**src/rtl/rmq_pkg.sv**
```systemverilog
// Shared constants and types for the rotation matrix to quaternion core.
// Depends on nothing; every module of the core imports it.
`default_nettype none
package rmq_pkg;

	// Default number of fraction bits of the fixed-point format.
	localparam int RMQ_FRAC_BITS_DEF = 14;
	// Width of one matrix element and one quaternion component.
	localparam int RMQ_EW = 16;
	// Width of an off-diagonal sum or difference, and of a quotient magnitude.
	localparam int RMQ_SW = 17;
	localparam int RMQ_QW = 17;
	// Number of quotient lanes, one for each component that is not the chosen one.
	localparam int RMQ_LANES = 3;

	// Chosen component.
	typedef enum logic [1:0] {
		SEL_X = 2'd0,
		SEL_Y = 2'd1,
		SEL_Z = 2'd2,
		SEL_W = 2'd3
	} rmq_sel_t;

	// Control that travels with each item along the chain.
	typedef struct packed {
		logic     valid;
		rmq_sel_t sel;
	} rmq_ctl_t;

endpackage
`default_nettype wire

```
**src/rtl/rmq_sqrt_cell.sv**
```systemverilog
// One cell of the square root chain: settles one root bit per cell.
// Depends on rmq_pkg.
`default_nettype none
module rmq_sqrt_cell import rmq_pkg::*; #(
	parameter int NW = 26,
	parameter int SW = 13,
	parameter int XW = 51
) (
	input  wire logic          clk,
	input  wire logic          arst_n,
	input  wire logic          en,
	input  wire rmq_ctl_t      ctl_i,
	input  wire logic [NW-1:0] n_i,
	input  wire logic [SW-1:0] root_i,
	input  wire logic [SW+2:0] rem_i,
	input  wire logic [XW-1:0] x_i,
	output rmq_ctl_t           ctl_o,
	output logic [NW-1:0]      n_o,
	output logic [SW-1:0]      root_o,
	output logic [SW+2:0]      rem_o,
	output logic [XW-1:0]      x_o
);

	logic [SW+2:0] t;
	logic [SW+2:0] trial;
	logic          ge;

	// Bring down the next two radicand bits and try the next root bit.
	always_comb begin
		t     = {rem_i[SW:0], n_i[NW-1 -: 2]};
		trial = {1'b0, root_i, 2'b01};
		ge    = (t >= trial);
	end

	always_ff @(posedge clk or negedge arst_n) begin
		if (!arst_n) begin
			ctl_o <= '0;
		end else if (en) begin
			ctl_o <= ctl_i;
		end
	end

	always_ff @(posedge clk) begin
		if (en) begin
			n_o    <= {n_i[NW-3:0], 2'b00};
			root_o <= {root_i[SW-2:0], ge};
			rem_o  <= ge ? (t - trial) : t;
			x_o    <= x_i;
		end
	end

endmodule
`default_nettype wire

```
**config.mk**
```make
export PLATFORM = sky130hd
export DESIGN_NAME = rmq_sqrt_cell
export DESIGN_NICKNAME = d
export VERILOG_FILES = /design/src/rtl/rmq_pkg.sv /design/src/rtl/rmq_sqrt_cell.sv
export SDC_FILE = /design/constraint.sdc
export NUM_CORES = 1
export LEC_CHECK = 0
export ABC_AREA = 1
export BUFFER_PORTS_ARGS = -buffer_cell sky130_fd_sc_hd__buf_2
export CAP_MARGIN = 20
export CORE_MARGIN = 2
export CORE_UTILIZATION = 37
export CTS_CLUSTER_SIZE = 10
export DETAILED_ROUTE_END_ITERATION = 16
export GPL_ROUTABILITY_DRIVEN = 0
export PLACE_DENSITY = 0.65
export SYNTH_ARGS = -nofsm -noshare
export SYNTH_HDL_FRONTEND = slang
export SYNTH_SLANG_ARGS = --single-unit
```
**constraint.sdc**
```tcl
create_clock -name clk -period 1.01 [get_ports clk]
set_input_delay 0.0505 -clock clk [delete_from_list [all_inputs] [get_ports clk]]
set_output_delay 0.0505 -clock clk [all_outputs]
set_load 0.05 [all_outputs]
```
---- After elaboration in Yosys (flattened, before gate mapping) ----
Index checks and enable logic that the tools add are counted.
word-level totals
  bits in registers ....................... 107
  input port bits ......................... 112
  output and inout port bits .............. 109
  word-level logic and storage cells ...... 9
cells by class
  add/sub/neg operators ................... 1
  order comparisons ....................... 1
  muxes and demuxes ....................... 1
operators by type and width
  operator          count
  $ge A16 B15 Y1    1
  $mux W16          1
  $sub A16 B15 Y16  1

---- Logic depth before layout (Yosys ltp) ----
  depth after elaboration ................. 2
  depth in mapped cells ................... 14
  gate-level depth less buffers ........... 13

---- Worst setup path after synthesis ----
OpenSTA, ideal clock, no wires.
  kind .................................... input to register
  start point ............................. in root_i[8]
  end point ............................... reg rem_o[11] (data pin)
  setup time .............................. 0.253 ns
  arrival time ............................ 1.211 ns
  data required time ...................... 0.757 ns
  slack ................................... -0.454 ns
  cell stages on the path ................. 11
  buffers on the path ..................... 1
  cells stage by stage .................... inv_1 -> ha_1 -> nand2_1 -> inv_1 -> a21oi_2 -> nor2_1 -> nor2_2 -> nand2_4 -> buf_6 -> nand3_1 -> nand2_1
on the way
  longest elaborated chain between the ends .. 2
  elaborated cells on any way between the ends .. 3
  those cells by class .................... add/sub: 1; order compare: 1; mux: 1
RTL lines
  what                  line                 source
  from (decl)           rmq_sqrt_cell.sv:14  input wire logic [SW-1:0] root_i,
  $ge A16 B15 Y1        rmq_sqrt_cell.sv:32  ge = (t >= trial);
  via ge                rmq_sqrt_cell.sv:26  logic ge;
  $mux W16              rmq_sqrt_cell.sv:47  rem_o <= ge ? (t - trial) : t;
  to (signal assigned)  rmq_sqrt_cell.sv:47
  to (decl)             rmq_sqrt_cell.sv:20  output logic [SW+2:0] rem_o,
The timed path passes the listed nets, and every way through them passes these cells.
A chain may end at the register's enable or synchronous reset.

---- Final worst setup path ----
  start point ............................. in root_i[5]
  end point ............................... reg rem_o[12] (data pin)
on the way
  longest elaborated chain between the ends .. 2
  elaborated cells on any way between the ends .. 3
  those cells by class .................... add/sub: 1; order compare: 1; mux: 1
RTL lines
  what                                                       line
  $sub A16 B15 Y16 / $ge A16 B15 Y1 (equally long branches)  rmq_sqrt_cell.sv:47, rmq_sqrt_cell.sv:32
  $mux W16 *                                                 rmq_sqrt_cell.sv:47
Every way passes the cells marked *; elsewhere a longest branch is shown, timed or not.

==> results.md <==
* Run status: finished with violations
* Violated checks: negative setup slack
* FF-to-FF setup slack at 0.20 ns
* Post-synthesis cell count at 371
* Commonest non-fill, non-tap cell in the layout: buf_2
* Setup_tns at -2.85 ns
* Endpoints failing setup at 23
* Share of layout cells above drive strength 1 at 52.1%
* WHS Path Cells at 3
* Highest clock rate at 833 MHz
* Vias/cell at 4.59
* Crit end category: flip-flop
* Register area share after synthesis at 71.0%
* Most frequent cells in the layout: buf_2, edfxtp_1, dlygate4sd3_1
* Hold Crit Class: input port to flip-flop
* Fin area at 8290 µm²
* # diodes at 0
* Slew Limit Fails at 0
* Clock slew at reported path FFs at 0.07 ns
* Pre-CTS setup slack at -0.596 ns
* Synthesis Warnings at 0
* Kind of critical path: input port to flip-flop
* Capturing point of the worst reg2reg path: ctl_o[2]$_DFFE_PN0P_
* Area delta synth->final at 84.1%
* RSZ-0062 raised after global routing: true
* First-pass GRT wire length at 21600 µm
* Final antenna-violating net count at 0
* R2R Path Start: ctl_o[2]$_DFFE_PN0P_
* Mapped cell area at 4500 µm²
* Placed cell area at 6260 µm²
* Global route overflow at 0
* Leakage at 3.83 nW
* HP Start: rem_i[2]
* Worst R2R Path Depth at 1
* Netlist cell types at 28
* Hpwl dp at 9180 µm
* Effective utilization at floorplan at 37.6%
* CTS max path bufs at 2
* IO buf count at 216
* Num CTS Buffers at 9
* Worst-path fanout max at 7
* Flops & latches, synth at 107
* WL per Instance at 17.0 µm
* Fin cells at 896
* Vias at 4113
* CTS tree: yes
* I/O pin count at 221
* DRT Wirelength at 15300 µm
* Max-cap violations at 0
* CTS Root Cell: clkbuf_16
* Pwr Density at 1580 nW/µm²
* Worst clock skew at 0 ns
* GR Util All Layers at 21.9%
* DRT iter0 DRCs at 263
* WP data arrival at 1.31 ns
* Initial antenna violation count at 0
* DIE WIDTH at 114 µm
* Final count of hold timing violations at 0
* Worst Hold End: rem_o[4]$_DFFE_PP_
* Mapped Avg Cell Area at 12.1 µm²
* Number of placement rows at 40
* Number of global-route vias before repair at 4144
* Die area at 13100 µm²
* Core area at 12000 µm²
* Largest net degree at the start of global routing at 35
* Nets at 871
* Htree depth at 3
* DR DRC count at 0
* Peak VDD IR at 0.762 mV
* Clock Sink Count at 107
* CP Launch Type: input port
* Clk_lat worst skew at 0.34 ns
* Setup ws final at -0.190 ns
* Min cycle time layout at 1.20 ns
* Period utilization at 119%
* Req. time, crit path at 1.12 ns
* Chip height at 114 µm
* Placed insts at 771
* Initial DRT Pass Iterations at 5
-- area by class of cell --
class                      count  area (µm²)
clock buffer                  11         233
clock inverter                 5        60.1
fill                         815        3670
inverter                      61         260
multi-input combinational    200        1510
sequential                   107        3200
tap                          147         184
timing repair buffer         364        2830
timing repair inverter         1        16.3
-- sequential cells by signal, indices dropped and copies added, names as in the netlist --
name    cells
ctl_o       3
n_o        24
rem_o      16
root_o     13
x_o        51
-- Yosys cell counts --
library cell | instances | area (µm²)
nand2_4 | 1 | 11.3
o21ai_1 | 1 | 5.00
buf_4 | 2 | 15.0
nor2_2 | 1 | 6.26
a21oi_2 | 2 | 17.5
nand2_1 | 116 | 435
nand2_2 | 2 | 12.5
inv_2 | 2 | 7.51
or2_0 | 1 | 6.26
nor2_4 | 1 | 11.3
inv_4 | 1 | 6.26
nand3_2 | 2 | 20.0
nand3b_1 | 2 | 15.0
clkinv_1 | 1 | 3.75
xor2_1 | 6 | 52.6
mux2_2 | 3 | 33.8
nand4_1 | 2 | 12.5
nand3_1 | 19 | 95.1
inv_1 | 57 | 214
o21ai_0 | 2 | 10.0
dfrtp_1 | 3 | 75.1
nor2_1 | 13 | 48.8
buf_6 | 2 | 22.5
conb_1 | 1 | 3.75
a21oi_1 | 5 | 25.0
and2_1 | 4 | 25.0
edfxtp_1 | 104 | 3120
ha_1 | 15 | 188
-- per-stage QoR --
step                util (%)  total power [mW]  hold slack (ns)
floorplan                  -              7.66           -0.245
global placement        52.3              8.69           -0.151
detailed placement      52.3              8.73           -0.149
CTS                     66.7              12.9          0.00224
global route            69.3              13.6           0.0164
finish                  69.3              13.1          0.00817
-- what timing repair did --
action | CTS | global route
pin swaps | 40 | 23
hold buffers | 95 | 0
endpoints found under the setup margin | 42 | 66
gates cloned | 1 | 0
buffers inserted | 10 | 3
resized for setup | 115 | 130
hold endpoints to repair | 97 | 0
-- report_power, final --
part | internal [mW] | total, mW | switching [mW]
combinational | 1.54 | 4.12 | 2.58
sequential | 5.33 | 5.48 | 0.142
clock | 1.94 | 3.53 | 1.59
total | 8.81 | 13.1 | 4.31
-- metal layers --
metal | vias up | routed length [µm] | global-route usage [%] | part of all wire [%]
li1 | 1967 | - | - | -
met1 | 1955 | 5610 | 23.3 | 37
met2 | 156 | 8170 | 40.6 | 54
met3 | 35 | 1010 | 5.03 | 6.6
met4 | 0 | 472 | 11.0 | 3.1
met5 | - | 0 | 0 | 0
-- kinds of logic (layout without fill, tap and decap cells) --
| group | count (synthesis) | after routing | synth area share, % |
|---|---|---|---|
| simple gates | 164 | 164 | 15.5 |
| flops | 107 | 107 | 71.0 |
| buf+inv | 65 | 442 | 5.98 |
| fa+ha+maj | 15 | 15 | 4.17 |
| compound gates | 10 | 10 | 1.28 |
| xor+xnor | 6 | 6 | 1.17 |
| mux | 3 | 3 | 0.750 |
| other cells | 1 | 2 | 0.0833 |
-- critical path, cell delays in order --
cell and delay (ns):
buf_8 0.08, inv_4 0.03, ha_4 0.28, nand2_4 0.07, inv_2 0.07, nand2_2 0.05, nand2_2 0.09, inv_4 0.05
nand3_4 0.07, nand2_4 0.07, nand2_8 0.12, buf_12 0.13, inv_12 0.04, nand2_1 0.05, nand2_1 0.04
-- worst max-delay path by stage --
stage	end	startpoint	slack [ns]	depth (start not counted)
finish	rem_o[12]$_DFFE_PP_	root_i[5]	-0.19	15
global route	rem_o[10]$_DFFE_PP_	root_i[5]	-0.24	15
CTS	rem_o[10]$_DFFE_PP_	root_i[5]	-0.14	13
detailed placement	rem_o[1]$_DFFE_PP_	root_i[7]	-0.60	12
global placement	rem_o[9]$_DFFE_PP_	root_i[10]	-0.55	12
floorplan	rem_o[13]$_DFFE_PP_	root_i[3]	-0.37	14
Power figures use the tool's default switching activity.
